[src/sv/rmsid_pkg.sv]
`timescale 1ns / 1ps
// ----------------------------------------------------------------------------
// rmsid_pkg
// Shared widths, constants and register indexes of the RMS image difference.
// ----------------------------------------------------------------------------
package rmsid_pkg;

    localparam int SAMPLE_W  = 16;
    localparam int DIM_W     = 13;
    localparam int RES_W     = 17;
    localparam int SUM_W     = 60;
    localparam int CNT_W     = 25;
    localparam int SQ_W      = 33;
    localparam int ADD_W     = 35;
    localparam int DVSR_W    = CNT_W + 2;
    localparam int ROOT_W    = 17;
    localparam int RAD_W     = 2 * ROOT_W;
    localparam int CFG_IDX_W = 3;

    localparam logic [RES_W-1:0] ONE_Q16   = RES_W'(65536);
    localparam logic [SUM_W-1:0] SUM_MAX   = '1;
    localparam logic [CNT_W-1:0] COUNT_MAX = '1;

    typedef enum logic [CFG_IDX_W-1:0] {
        REG_MAXVAL_A = 3'd0,
        REG_MAXVAL_B = 3'd1,
        REG_WIDTH_A  = 3'd2,
        REG_HEIGHT_A = 3'd3,
        REG_WIDTH_B  = 3'd4,
        REG_HEIGHT_B = 3'd5
    } cfg_reg_t;

endpackage

[src/sv/rmsid_lane.sv]
`timescale 1ns / 1ps
// ----------------------------------------------------------------------------
// rmsid_lane
// One color channel: scales both samples into Q1.16 with a bit-serial
// division by the maximum value, then squares their difference.
// ----------------------------------------------------------------------------
module rmsid_lane import rmsid_pkg::*; (
    input  logic                aclk,
    input  logic                aresetn,
    input  logic                start,
    input  logic [SAMPLE_W-1:0] sample_a,
    input  logic [SAMPLE_W-1:0] sample_b,
    input  logic [SAMPLE_W-1:0] maxval_a,
    input  logic [SAMPLE_W-1:0] maxval_b,
    output logic                done,
    output logic [SQ_W-1:0]     square
);

    localparam int STEP_W = $clog2(SAMPLE_W);
    localparam logic [STEP_W-1:0] STEP_LAST = STEP_W'(SAMPLE_W - 1);

    logic                busy_reg, busy_next;
    logic [STEP_W-1:0]   step_reg, step_next;
    logic                fin_reg, fin_next;
    logic                done_reg, done_next;
    logic [SQ_W-1:0]     sq_reg, sq_next;

    logic [SAMPLE_W-1:0] sample_s [2];
    logic [SAMPLE_W-1:0] maxval_s [2];
    logic [RES_W-1:0]    scaled   [2];
    logic [RES_W-1:0]    diff;
    logic [2*RES_W-1:0]  product;

    assign sample_s[0] = sample_a;
    assign sample_s[1] = sample_b;
    assign maxval_s[0] = maxval_a;
    assign maxval_s[1] = maxval_b;

    for (genvar k = 0; k < 2; k++) begin : g_side
        logic [SAMPLE_W-1:0] rem_reg, rem_next;
        logic [SAMPLE_W-1:0] num_reg, num_next;
        logic [SAMPLE_W-1:0] dvsr_reg, dvsr_next;
        logic                sat_reg, sat_next;
        logic [SAMPLE_W-1:0] dv;
        logic [SAMPLE_W:0]   trial;
        logic                ge;

        always_comb begin
            dv    = (maxval_s[k] == '0) ? SAMPLE_W'(1) : maxval_s[k];
            trial = {rem_reg, num_reg[SAMPLE_W-1]};
            ge    = trial >= {1'b0, dvsr_reg};
            rem_next  = rem_reg;
            num_next  = num_reg;
            dvsr_next = dvsr_reg;
            sat_next  = sat_reg;
            if (start) begin
                // numerator is sample * 2^16 + maxval / 2, remainder starts at sample
                rem_next  = sample_s[k];
                num_next  = {1'b0, dv[SAMPLE_W-1:1]};
                dvsr_next = dv;
                sat_next  = sample_s[k] >= dv;
            end else if (busy_reg) begin
                rem_next = ge ? SAMPLE_W'(trial - {1'b0, dvsr_reg}) : trial[SAMPLE_W-1:0];
                num_next = {num_reg[SAMPLE_W-2:0], ge};
            end
        end

        always_ff @(posedge aclk) begin
            rem_reg  <= rem_next;
            num_reg  <= num_next;
            dvsr_reg <= dvsr_next;
            sat_reg  <= sat_next;
        end

        assign scaled[k] = sat_reg ? ONE_Q16 : {1'b0, num_reg};
    end

    always_comb begin
        diff    = (scaled[0] > scaled[1]) ? scaled[0] - scaled[1] : scaled[1] - scaled[0];
        product = diff * diff;
        busy_next = busy_reg;
        step_next = step_reg;
        if (start) begin
            busy_next = 1'b1;
            step_next = '0;
        end else if (busy_reg) begin
            step_next = step_reg + STEP_W'(1);
            if (step_reg == STEP_LAST) begin
                busy_next = 1'b0;
            end
        end
        fin_next  = busy_reg && (step_reg == STEP_LAST) && !start;
        done_next = fin_reg;
        sq_next   = fin_reg ? product[SQ_W-1:0] : sq_reg;
    end

    always_ff @(posedge aclk) begin
        if (!aresetn) begin
            busy_reg <= 1'b0;
            step_reg <= '0;
            fin_reg  <= 1'b0;
            done_reg <= 1'b0;
        end else begin
            busy_reg <= busy_next;
            step_reg <= step_next;
            fin_reg  <= fin_next;
            done_reg <= done_next;
        end
    end

    always_ff @(posedge aclk) begin
        sq_reg <= sq_next;
    end

    assign done   = done_reg;
    assign square = sq_reg;

endmodule

[src/sv/rmsid_div.sv]
`timescale 1ns / 1ps
// ----------------------------------------------------------------------------
// rmsid_div
// Restoring divider, one quotient bit per cycle: sum over three times count.
// ----------------------------------------------------------------------------
module rmsid_div import rmsid_pkg::*; (
    input  logic              aclk,
    input  logic              aresetn,
    input  logic              start,
    input  logic [SUM_W-1:0]  dividend,
    input  logic [DVSR_W-1:0] divisor,
    output logic              done,
    output logic [SUM_W-1:0]  quotient
);

    localparam int CNT_BITS = $clog2(SUM_W);
    localparam logic [CNT_BITS-1:0] CNT_LAST = CNT_BITS'(SUM_W - 1);

    logic                busy_reg, busy_next;
    logic [CNT_BITS-1:0] cnt_reg, cnt_next;
    logic                done_reg, done_next;
    logic [DVSR_W-1:0]   rem_reg, rem_next;
    logic [SUM_W-1:0]    dvd_reg, dvd_next;
    logic [DVSR_W-1:0]   dvsr_reg, dvsr_next;
    logic [DVSR_W:0]     trial;
    logic                ge;

    always_comb begin
        trial     = {rem_reg, dvd_reg[SUM_W-1]};
        ge        = trial >= {1'b0, dvsr_reg};
        busy_next = busy_reg;
        cnt_next  = cnt_reg;
        done_next = 1'b0;
        rem_next  = rem_reg;
        dvd_next  = dvd_reg;
        dvsr_next = dvsr_reg;
        if (start) begin
            busy_next = 1'b1;
            cnt_next  = '0;
            rem_next  = '0;
            dvd_next  = dividend;
            dvsr_next = divisor;
        end else if (busy_reg) begin
            rem_next = ge ? DVSR_W'(trial - {1'b0, dvsr_reg}) : trial[DVSR_W-1:0];
            dvd_next = {dvd_reg[SUM_W-2:0], ge};
            cnt_next = cnt_reg + CNT_BITS'(1);
            if (cnt_reg == CNT_LAST) begin
                busy_next = 1'b0;
                done_next = 1'b1;
            end
        end
    end

    always_ff @(posedge aclk) begin
        if (!aresetn) begin
            busy_reg <= 1'b0;
            cnt_reg  <= '0;
            done_reg <= 1'b0;
        end else begin
            busy_reg <= busy_next;
            cnt_reg  <= cnt_next;
            done_reg <= done_next;
        end
    end

    always_ff @(posedge aclk) begin
        rem_reg  <= rem_next;
        dvd_reg  <= dvd_next;
        dvsr_reg <= dvsr_next;
    end

    assign done     = done_reg;
    assign quotient = dvd_reg;

endmodule

[src/sv/rmsid_sqrt.sv]
`timescale 1ns / 1ps
// ----------------------------------------------------------------------------
// rmsid_sqrt
// Digit-by-digit integer square root, one root bit per cycle.
// ----------------------------------------------------------------------------
module rmsid_sqrt import rmsid_pkg::*; (
    input  logic              aclk,
    input  logic              aresetn,
    input  logic              start,
    input  logic [RAD_W-1:0]  radicand,
    output logic              done,
    output logic [ROOT_W-1:0] root
);

    localparam int REM_W    = ROOT_W + 2;
    localparam int CNT_BITS = $clog2(ROOT_W);
    localparam logic [CNT_BITS-1:0] CNT_LAST = CNT_BITS'(ROOT_W - 1);

    logic                busy_reg, busy_next;
    logic [CNT_BITS-1:0] cnt_reg, cnt_next;
    logic                done_reg, done_next;
    logic [REM_W-1:0]    rem_reg, rem_next;
    logic [RAD_W-1:0]    rad_reg, rad_next;
    logic [ROOT_W-1:0]   root_reg, root_next;
    logic [REM_W+1:0]    shifted;
    logic [REM_W+1:0]    trial;
    logic                ge;

    always_comb begin
        shifted   = {rem_reg, rad_reg[RAD_W-1:RAD_W-2]};
        trial     = (REM_W+2)'({root_reg, 2'b01});
        ge        = shifted >= trial;
        busy_next = busy_reg;
        cnt_next  = cnt_reg;
        done_next = 1'b0;
        rem_next  = rem_reg;
        rad_next  = rad_reg;
        root_next = root_reg;
        if (start) begin
            busy_next = 1'b1;
            cnt_next  = '0;
            rem_next  = '0;
            rad_next  = radicand;
            root_next = '0;
        end else if (busy_reg) begin
            rem_next  = ge ? REM_W'(shifted - trial) : REM_W'(shifted);
            rad_next  = {rad_reg[RAD_W-3:0], 2'b00};
            root_next = {root_reg[ROOT_W-2:0], ge};
            cnt_next  = cnt_reg + CNT_BITS'(1);
            if (cnt_reg == CNT_LAST) begin
                busy_next = 1'b0;
                done_next = 1'b1;
            end
        end
    end

    always_ff @(posedge aclk) begin
        if (!aresetn) begin
            busy_reg <= 1'b0;
            cnt_reg  <= '0;
            done_reg <= 1'b0;
        end else begin
            busy_reg <= busy_next;
            cnt_reg  <= cnt_next;
            done_reg <= done_next;
        end
    end

    always_ff @(posedge aclk) begin
        rem_reg  <= rem_next;
        rad_reg  <= rad_next;
        root_reg <= root_next;
    end

    assign done = done_reg;
    assign root = root_reg;

endmodule

[src/sv/rms_image_difference.sv]
`timescale 1ns / 1ps
// ----------------------------------------------------------------------------
// rms_image_difference
// RMS error between two RGB images streamed as pixel pairs.
// ----------------------------------------------------------------------------
// Each accepted request is one pixel pair; three channel lanes scale the
// samples by their image maximum and square the differences, and a merge stage
// adds them into a saturating 60-bit sum with a pair count. The next pair is
// taken only once the current one is accumulated and the block is idle again,
// a wait set by the 16-step serial division in the lanes. After the pair marked
// last a divider forms the mean, a square root follows and the result is offered
// on the m_ side; the sum and count start over. When the configured image sizes
// differ by more than one pixel in either direction the result carries
// too_different and an error of 1.0 right after accumulation.
module rms_image_difference import rmsid_pkg::*; #(
    parameter int MAX_DIM = 4096
) (
    input  logic                 aclk,
    input  logic                 aresetn,
    input  logic                 cfg_wr_en,
    input  logic [CFG_IDX_W-1:0] cfg_index,
    input  logic [SAMPLE_W-1:0]  cfg_data,
    input  logic                 s_valid,
    output logic                 s_ready,
    input  logic [SAMPLE_W-1:0]  s_red_a,
    input  logic [SAMPLE_W-1:0]  s_green_a,
    input  logic [SAMPLE_W-1:0]  s_blue_a,
    input  logic [SAMPLE_W-1:0]  s_red_b,
    input  logic [SAMPLE_W-1:0]  s_green_b,
    input  logic [SAMPLE_W-1:0]  s_blue_b,
    input  logic                 s_last_pixel,
    output logic                 m_valid,
    input  logic                 m_ready,
    output logic [RES_W-1:0]     m_rms_error,
    output logic                 m_too_different
);

    localparam int DIM_REQ_W = $clog2(MAX_DIM + 1);
    localparam int CLAMP_W   = (DIM_REQ_W > DIM_W) ? DIM_REQ_W : DIM_W;
    localparam logic [CLAMP_W-1:0] MAX_DIM_C = CLAMP_W'(MAX_DIM);

    typedef enum logic [6:0] {
        ST_IDLE   = 7'b0000001,
        ST_SCALE  = 7'b0000010,
        ST_ACCUM  = 7'b0000100,
        ST_LAUNCH = 7'b0001000,
        ST_DIVIDE = 7'b0010000,
        ST_ROOT   = 7'b0100000,
        ST_OUT    = 7'b1000000
    } state_t;

    state_t              state_reg, state_next;
    logic [SAMPLE_W-1:0] maxval_a_reg, maxval_a_next;
    logic [SAMPLE_W-1:0] maxval_b_reg, maxval_b_next;
    logic [DIM_W-1:0]    width_a_reg, width_a_next;
    logic [DIM_W-1:0]    height_a_reg, height_a_next;
    logic [DIM_W-1:0]    width_b_reg, width_b_next;
    logic [DIM_W-1:0]    height_b_reg, height_b_next;
    logic [SUM_W-1:0]    sum_reg, sum_next;
    logic [CNT_W-1:0]    count_reg, count_next;
    logic                last_reg, last_next;
    logic [RES_W-1:0]    res_reg, res_next;
    logic                flag_reg, flag_next;
    logic                m_valid_reg, m_valid_next;
    logic [RES_W-1:0]    m_rms_reg, m_rms_next;
    logic                m_flag_reg, m_flag_next;

    logic                accept;
    logic [SAMPLE_W-1:0] lane_a [3];
    logic [SAMPLE_W-1:0] lane_b [3];
    logic [2:0]          lane_done;
    logic [SQ_W-1:0]     lane_sq [3];
    logic [ADD_W-1:0]    add;
    logic [SUM_W:0]      sum_wide;
    logic                far;
    logic                div_start;
    logic                div_done;
    logic [DVSR_W-1:0]   divisor;
    logic [SUM_W-1:0]    quotient;
    logic                sqrt_start;
    logic                sqrt_done;
    logic [RAD_W-1:0]    radicand;
    logic [ROOT_W-1:0]   root;

    function automatic logic dims_far(input logic [DIM_W-1:0] x, input logic [DIM_W-1:0] y);
        logic [CLAMP_W-1:0] xc;
        logic [CLAMP_W-1:0] yc;
        logic [CLAMP_W-1:0] d;
        xc = CLAMP_W'(x);
        yc = CLAMP_W'(y);
        xc = (xc > MAX_DIM_C) ? MAX_DIM_C : xc;
        yc = (yc > MAX_DIM_C) ? MAX_DIM_C : yc;
        d  = (xc > yc) ? xc - yc : yc - xc;
        return d > CLAMP_W'(1);
    endfunction

    assign accept  = s_valid && s_ready;
    assign s_ready = (state_reg == ST_IDLE);

    assign lane_a[0] = s_red_a;
    assign lane_a[1] = s_green_a;
    assign lane_a[2] = s_blue_a;
    assign lane_b[0] = s_red_b;
    assign lane_b[1] = s_green_b;
    assign lane_b[2] = s_blue_b;

    for (genvar c = 0; c < 3; c++) begin : g_lane
        rmsid_lane u_lane (
            .aclk     (aclk),
            .aresetn  (aresetn),
            .start    (accept),
            .sample_a (lane_a[c]),
            .sample_b (lane_b[c]),
            .maxval_a (maxval_a_reg),
            .maxval_b (maxval_b_reg),
            .done     (lane_done[c]),
            .square   (lane_sq[c])
        );
    end

    assign divisor = DVSR_W'(count_reg) + (DVSR_W'(count_reg) << 1);

    rmsid_div u_div (
        .aclk     (aclk),
        .aresetn  (aresetn),
        .start    (div_start),
        .dividend (sum_reg),
        .divisor  (divisor),
        .done     (div_done),
        .quotient (quotient)
    );

    // quotients beyond the radicand range only give a capped root
    assign radicand = (quotient[SUM_W-1:RAD_W] != '0) ? '1 : quotient[RAD_W-1:0];

    rmsid_sqrt u_sqrt (
        .aclk     (aclk),
        .aresetn  (aresetn),
        .start    (sqrt_start),
        .radicand (radicand),
        .done     (sqrt_done),
        .root     (root)
    );

    always_comb begin
        maxval_a_next = maxval_a_reg;
        maxval_b_next = maxval_b_reg;
        width_a_next  = width_a_reg;
        height_a_next = height_a_reg;
        width_b_next  = width_b_reg;
        height_b_next = height_b_reg;
        if (cfg_wr_en) begin
            unique case (cfg_index)
                REG_MAXVAL_A: maxval_a_next = cfg_data;
                REG_MAXVAL_B: maxval_b_next = cfg_data;
                REG_WIDTH_A:  width_a_next  = cfg_data[DIM_W-1:0];
                REG_HEIGHT_A: height_a_next = cfg_data[DIM_W-1:0];
                REG_WIDTH_B:  width_b_next  = cfg_data[DIM_W-1:0];
                REG_HEIGHT_B: height_b_next = cfg_data[DIM_W-1:0];
                default: ;
            endcase
        end
    end

    always_comb begin
        far = dims_far(width_a_reg, width_b_reg) || dims_far(height_a_reg, height_b_reg);
        add = ADD_W'(lane_sq[0]) + ADD_W'(lane_sq[1]) + ADD_W'(lane_sq[2]);
        sum_wide = {1'b0, sum_reg} + (SUM_W+1)'(add);

        state_next   = state_reg;
        sum_next     = sum_reg;
        count_next   = count_reg;
        last_next    = last_reg;
        res_next     = res_reg;
        flag_next    = flag_reg;
        div_start    = 1'b0;
        sqrt_start   = 1'b0;
        m_valid_next = m_valid_reg && !m_ready;
        m_rms_next   = m_rms_reg;
        m_flag_next  = m_flag_reg;

        unique case (state_reg)
            ST_IDLE: begin
                if (accept) begin
                    last_next  = s_last_pixel;
                    state_next = ST_SCALE;
                end
            end
            ST_SCALE: begin
                if (&lane_done) begin
                    state_next = ST_ACCUM;
                end
            end
            ST_ACCUM: begin
                sum_next = sum_wide[SUM_W] ? SUM_MAX : sum_wide[SUM_W-1:0];
                if (count_reg != COUNT_MAX) begin
                    count_next = count_reg + CNT_W'(1);
                end
                state_next = last_reg ? ST_LAUNCH : ST_IDLE;
            end
            ST_LAUNCH: begin
                if (far) begin
                    res_next   = ONE_Q16;
                    flag_next  = 1'b1;
                    state_next = ST_OUT;
                end else begin
                    div_start  = 1'b1;
                    state_next = ST_DIVIDE;
                end
                sum_next   = '0;
                count_next = '0;
            end
            ST_DIVIDE: begin
                if (div_done) begin
                    sqrt_start = 1'b1;
                    state_next = ST_ROOT;
                end
            end
            ST_ROOT: begin
                if (sqrt_done) begin
                    res_next   = (RES_W'(root) > ONE_Q16) ? ONE_Q16 : RES_W'(root);
                    flag_next  = 1'b0;
                    state_next = ST_OUT;
                end
            end
            ST_OUT: begin
                if (!m_valid_reg || m_ready) begin
                    m_valid_next = 1'b1;
                    m_rms_next   = res_reg;
                    m_flag_next  = flag_reg;
                    state_next   = ST_IDLE;
                end
            end
            default: state_next = ST_IDLE;
        endcase
    end

    always_ff @(posedge aclk) begin
        if (!aresetn) begin
            state_reg    <= ST_IDLE;
            maxval_a_reg <= SAMPLE_W'(255);
            maxval_b_reg <= SAMPLE_W'(255);
            width_a_reg  <= DIM_W'(1);
            height_a_reg <= DIM_W'(1);
            width_b_reg  <= DIM_W'(1);
            height_b_reg <= DIM_W'(1);
            sum_reg      <= '0;
            count_reg    <= '0;
            m_valid_reg  <= 1'b0;
        end else begin
            state_reg    <= state_next;
            maxval_a_reg <= maxval_a_next;
            maxval_b_reg <= maxval_b_next;
            width_a_reg  <= width_a_next;
            height_a_reg <= height_a_next;
            width_b_reg  <= width_b_next;
            height_b_reg <= height_b_next;
            sum_reg      <= sum_next;
            count_reg    <= count_next;
            m_valid_reg  <= m_valid_next;
        end
    end

    always_ff @(posedge aclk) begin
        last_reg   <= last_next;
        res_reg    <= res_next;
        flag_reg   <= flag_next;
        m_rms_reg  <= m_rms_next;
        m_flag_reg <= m_flag_next;
    end

    assign m_valid         = m_valid_reg;
    assign m_rms_error     = m_rms_reg;
    assign m_too_different = m_flag_reg;

endmodule

[config.mk]
export PLATFORM = sky130hd
export DESIGN_NAME = rms_image_difference
export DESIGN_NICKNAME = d
export VERILOG_FILES = /design/src/sv/rmsid_pkg.sv /design/src/sv/rmsid_lane.sv /design/src/sv/rmsid_div.sv /design/src/sv/rmsid_sqrt.sv /design/src/sv/rms_image_difference.sv
export SDC_FILE = /design/constraint.sdc
export NUM_CORES = 2
export LEC_CHECK = 0
export BUFFER_PORTS_ARGS = -buffer_cell sky130_fd_sc_hd__buf_4
export CORE_MARGIN = 4
export CORE_UTILIZATION = 45
export CTS_BUF_LIST = sky130_fd_sc_hd__clkbuf_8
export CTS_CLUSTER_DIAMETER = 40
export CTS_CLUSTER_SIZE = 24
export DETAILED_ROUTE_END_ITERATION = 10
export PLACE_DENSITY = 0.58
export SLEW_MARGIN = 20
export SYNTH_ARGS = -nofsm -noshare
export SYNTH_HDL_FRONTEND = slang
export SYNTH_SLANG_ARGS = --single-unit
[constraint.sdc]
create_clock -name aclk -period 12.01 [get_ports aclk]
set_input_delay 0.6005 -clock aclk [delete_from_list [all_inputs] [get_ports aclk]]
set_output_delay 0.6005 -clock aclk [all_outputs]
set_load 0.005 [all_outputs]
# Word level (Yosys, flattened, before mapping)

Index checks and enable logic that the tools add are counted.

Add/subtract/negate cells: 28
Multiply operators: 3
Magnitude comparators: 26
Eq/ne operators: 25
Multiplexer cells: 96
Bitwise logic cells: 3
Reductions and logical operators: 41

Operators with widths:

| kind                                                   | number |
|---|---|
| two-way mux 16 bit                                     | 20 |
| two-way mux 17 bit                                     | 12 |
| two-way mux 15 bit                                     | 12 |
| two-way mux 60 bit                                     | 3 |
| case mux 60 bit (2 select lines)                       | 1 |
| >= comparator 17 x 16 -> 1 bit                         | 6 |
| two-way mux 34 bit                                     | 3 |
| subtractor 17 bit                                      | 6 |
| multiplier 17 x 17 -> 33 bit                           | 3 |
| >= comparator 16 bit                                   | 6 |
| subtractor 16 bit                                      | 6 |
| two-way mux 13 bit                                     | 6 |
| adder 60 x 35 -> 61 bit                                | 1 |
| greater-than comparator 13 bit (second input constant) | 4 |
| subtractor 13 bit                                      | 4 |
| greater-than comparator 17 bit                         | 3 |
| case mux 25 bit (2 select lines)                       | 1 |
| case mux 7 bit (7 select lines)                        | 1 |
| two-way mux 7 bit                                      | 6 |
| adder 34 x 33 -> 35 bit                                | 1 |
| adder 33 x 33 -> 34 bit                                | 1 |
| case mux 17 bit (2 select lines)                       | 1 |
| zero test 16 bit                                       | 2 |
| >= comparator 28 x 27 -> 1 bit                         | 1 |
| other kinds (45)                                       | 112 |

Flip-flop bits (word level): 763
Input bits: 121
Output and inout port bits: 20
Logic and storage cells: 290

# Logic depth before layout (Yosys ltp)

Word-level depth: 9
Gate-level depth with buffers: 43
Mapped depth without buffers: 40

# Cells and area by module

A second synthesis with hierarchy kept.

Cells, all modules: 8578
Area total of the unflattened synthesis: 79855.3 µm²

By module, submodules not included:

| module                        | times used | cells each | area each (µm²) | seq. area each (µm²) |
|---|---|---|---|---|
| rmsid_lane (g_lane[0].u_lane) | 1          | 1891       | 17977.2         | 4023.9 |
| rmsid_lane (g_lane[2].u_lane) | 1          | 1918       | 17820.8         | 4023.9 |
| rmsid_lane (g_lane[1].u_lane) | 1          | 1880       | 17589.4         | 4023.9 |
| rms_image_difference          | 1          | 1904       | 15860.2         | 4654.5 |
| rmsid_div                     | 1          | 578        | 6467.5          | 3313.2 |
| rmsid_sqrt                    | 1          | 407        | 4140.2          | 1881.8 |

# Worst setup path after synthesis

Ideal clock, no wire load.

Path kind: register -> register
Start point: reg g_lane[2].u_lane.g_side[1].sat_reg
End point: reg g_lane[2].u_lane.sq_reg[32] (data pin)
Setup time: 268 ps
Arrival time: 8991 ps
Required time: 11742 ps
Path slack: 2751 ps
Stages on the path, launching flop included: 43
Buffers on the path: 4
Period minus slack after synthesis: 9259 ps
Path through: edfxtp_1 clkinv_1 clkbuf_1 nand2_1 ha_1 clkbuf_1 a21oi_1 nand2_1 a211o_1 a2111oi_0 nor3_1 nand2b_1 buf_2 buf_2 nand2_1 o21ai_0 xnor2_1 inv_2 (+7 left out) fa_1 inv_1 fa_1 inv_1 fa_1 inv_1 ha_1 a21o_1 a21oi_1 o31ai_1 a31oi_1 o21a_1 o2111ai_1 a21oi_1 nor2b_1 nor2_1 o21ai_0 xnor3_1

Longest elaborated chain between the ends: 4
Elaborated cells between the ends (all ways): 6
Those cells by class: add/sub (2); mul (1); order compare (1); mux (2)

Ends and longest elaborated chain:

| item                                                                       | line              | RTL |
|---|---|---|
| start, declared                                                            | rmsid_lane.sv:43  | `logic sat_reg, sat_next;` |
| start signal, assigned                                                     | rmsid_lane.sv:72  | `sat_reg <= sat_next;` |
| two-way mux 17 bit *                                                       | rmsid_lane.sv:75  | `assign scaled[k] = sat_reg ? ONE_Q16 : {1'b0, num_reg};` |
| subtractor 17 bit / greater-than comparator 17 bit (equally long branches) | rmsid_lane.sv:79  | `diff = (scaled[0] > scaled[1]) ? scaled[0] - scaled[1] : scaled[1] - scaled[0];` |
| two-way mux 17 bit *                                                       | rmsid_lane.sv:79  |  |
| multiplier 17 x 17 -> 33 bit *                                             | rmsid_lane.sv:80  | `product = diff * diff;` |
| via g_lane[2].u_lane.product[32]                                           | rmsid_lane.sv:32  | `logic [2*RES_W-1:0] product;` |
| end signal, assigned                                                       | rmsid_lane.sv:112 | `sq_reg <= sq_next;` |
| end, declared                                                              | rmsid_lane.sv:26  | `logic [SQ_W-1:0] sq_reg, sq_next;` |

Mark *: on every way through the listed nets, which the timed path passes. The rest lies on a longest branch.
A chain may end at the register's enable or synchronous reset.

# Final worst setup path

Start point: reg g_lane[0].u_lane.g_side[0].sat_reg
End point: reg g_lane[0].u_lane.sq_reg[32] (data pin)

Longest elaborated chain between the ends: 4
Elaborated cells between the ends (all ways): 6
Those cells by class: add/sub (2); mul (1); order compare (1); mux (2)

Ends and longest elaborated chain:

| item                                                                       | line |
|---|---|
| start, declared                                                            | rmsid_lane.sv:43 |
| start signal, assigned                                                     | rmsid_lane.sv:72 |
| two-way mux 17 bit *                                                       | rmsid_lane.sv:75 |
| subtractor 17 bit / greater-than comparator 17 bit (equally long branches) | rmsid_lane.sv:79 |
| two-way mux 17 bit *                                                       | rmsid_lane.sv:79 |
| multiplier 17 x 17 -> 33 bit *                                             | rmsid_lane.sv:80 |
| via g_lane[0].u_lane.product[32]                                           | rmsid_lane.sv:32 |
| end signal, assigned                                                       | rmsid_lane.sv:112 |
| end, declared                                                              | rmsid_lane.sv:26 |

Marks and branches as above.

==> results.cfg <==
[run_status]
outcome = completed

[global_route]
grt_pass1_wl_mm = 325
grt_overflow = 0
grt_usage = 0.235
grt_antenna_before_repair = 3
grt_max_degree = 89
grt_pass1_vias = 58100

[clock_tree]
ctsLongestPathBuffers = 3
numClockSinks = 760
cts_resized = 0
clkSlewWorstSetupHoldPaths_ps = 70
cts_inserted_buffers = 134
htreeDepth = 4
cts_tree = done
cts-root-buf = clkbuf_8
clock_latency_ps = 900

[critical_path]
critPathRequiredTime_ps = 12600
criticalPathCategory = flop to flop
critPathTopFamily = adder cells
crit_fanout = 21
crit_arrival_ps = 11720
cpMaxStageDelayCell = edfxtp_1
max_stage_delay_ps = 710
crit_buf_inv = 7
end_kind = flop
path_common_cell = inv_1
startpoint = g_lane[0].u_lane.g_side[0].sat_reg
cp-start-kind = flop
worstReg2RegStart = g_lane[0].u_lane.g_side[0].sat_reg

[placed_design]
dp_hpwl_mm = 160
port_buffers = 140
post-place-cells = 10300
dpl_cell_area_mm2 = 0.0781
dp_slack_ps = 816
place.gp.congestion = 0.920

[floorplanning]
die_h_um = 416
core_area_mm2 = 0.165
die-area_mm2 = 0.173
io_pins = 141
rows = 149
die_w_um = 416
start_util = 0.453

[hold_path]
min-delay-start = s_blue_a[6]
worstHoldPathType = primary input to flop

[yosys]
synth-edff-count = 478
post-synth-top-area-cell = edfxtp_1
yosys-top-cells-count = inv_1 (1,194), nand2_1 (938), ha_1 (770)
synth_seq_area_share = 0.267
ys_ff_latch = 760
synth_cell_type_count = 93
synth_top_area_frac = 0.192
yosysWarnings = 0
synthCells = 8183
synth_area_mm2 = 0.0749
async_flop_share = 0
synthTopCellsByArea = edfxtp_1 (19%), fa_1 (18%), ha_1 (13%)
post-synth-top-count-cell = inv_1
syn_nets = 9732
synth-main-ff-cell = edfxtp_1
synth.avg_cell_area_um2 = 9.15

[sta]
worst-slew-pin-transition_ps = 1080
relSlewSlack = 0.278
rsz0062_at_grt = false
setup_violations = 0
timing.fmax_mhz = 89.9
hold_violations = 0
layout_setup_ws_ps = 884
fin_tns_setup_ps = 0
period_share = 0.926
final_max_slew_viol_count = 0
layout_min_cycle_time_ps = 11130
clock-skew-final_ps = 60.4

[route]
drc = 0
drt_iter0_drc = 4023
vias = 57200
wl_per_cell_um = 19.2
antenna_left = 0
viasPerCell = 5.39
drt_pass1_iterations = 7
routed_wl_mm = 203

[cells_and_area]
nets = 9862
final_cells = 10600
design_area_mm2 = 0.0818
drive_gt1_frac = 0.0735
area_delta_synth_final_pct = 9.29

[run]
drv_cap = 0
[path summary, 6_finish.rpt]
check | end | slack [ps] | depth (start not counted)
setup / recovery | g_lane[0].u_lane.square[32] | 880 | 35
hold / removal | g_lane[2].u_lane.g_side[0].rem_reg[6] | 110 | 3
setup reg to reg | g_lane[0].u_lane.square[32] | 880 | 35
hold reg to reg | m_rms_error[9] | 420 | 0
[placed cells by master, fill, tap and decap left out, types with 35 or more instances in the layout]
cell / count
dfxtp_1: 279
a211oi_1: 74
o21bai_1: 35
mux2i_1: 144
dlygate4sd3_1: 69
and2_1: 48
nor3_1: 104
nand2b_1: 123
inv_1: 1210
a21o_1: 196
xnor2_1: 227
o21a_1: 60
a31oi_1: 52
and3_1: 51
nand4_1: 74
clkbuf_8: 139
xor2_1: 128
nand2_1: 937
o22a_1: 35
ha_1: 770
o211ai_1: 51
o21ai_0: 279
edfxtp_1: 478
fa_1: 658
or2_2: 40
buf_4: 218
nor2_1: 637
mux2_4: 60
nor2b_1: 93
a21oi_1: 523
nor4_1: 42
nand3_1: 104
[final cells by class]
cell class	count	area [um^2]
multi-input cells	5910	49200
flip-flops and latches	760	20000
diodes	1	2.50
repair buffers	287	2330
well taps	2189	2740
inverters	1220	4580
fillers	15700	83400
clock buffers	139	1910
clock inverters	111	1070
[cells by family (layout without fill, tap and decap cells)]
logic type | count (synthesis) | after routing | synth area share
buffers and inverters | 1513 | 1757 | 0.0769
and+or+nand+nor | 2335 | 2335 | 0.141
DFF | 760 | 760 | 0.267
adders and majority gates | 1428 | 1428 | 0.305
muxes | 222 | 222 | 0.0340
xor gates and xnor gates | 359 | 359 | 0.0423
other | 1 | 2 | 0.0000501
AOI/OAI and AO/OA | 1565 | 1565 | 0.134
[metrics by stage]
step / hold slack [ps] / utilization
2_1_floorplan: 400 / -
3_3_place_gp: 404 / 0.473
3_5_place_dp: 406 / 0.473
4_1_cts: 0.550 / 0.495
5_1_grt: 42.4 / 0.495
6_report: 106 / 0.495
[routing by layer]
layer	share of wire	vias up	GRT usage
met3	0.050	290	0.0320
met2	0.47	1527	0.386
li1	-	27700	-
met1	0.46	27700	0.323
met5	0	-	0
met4	0.027	0	0.0691
[worst min-delay path, cell delays in order]
cell     delay, ps
buf_4          100
nor2_1          40
a21oi_1        100
[what timing repair did]
item                       in CTS  in global routing
hold endpoints to repair      132                  0
setup buffers                   0                  0
hold buffers                   69                  0
setup endpoints to repair       0                  0
Power is left out: the tool's default activity adds up to more than one toggle a clock period on the data nets, which glitch-free logic cannot reach.
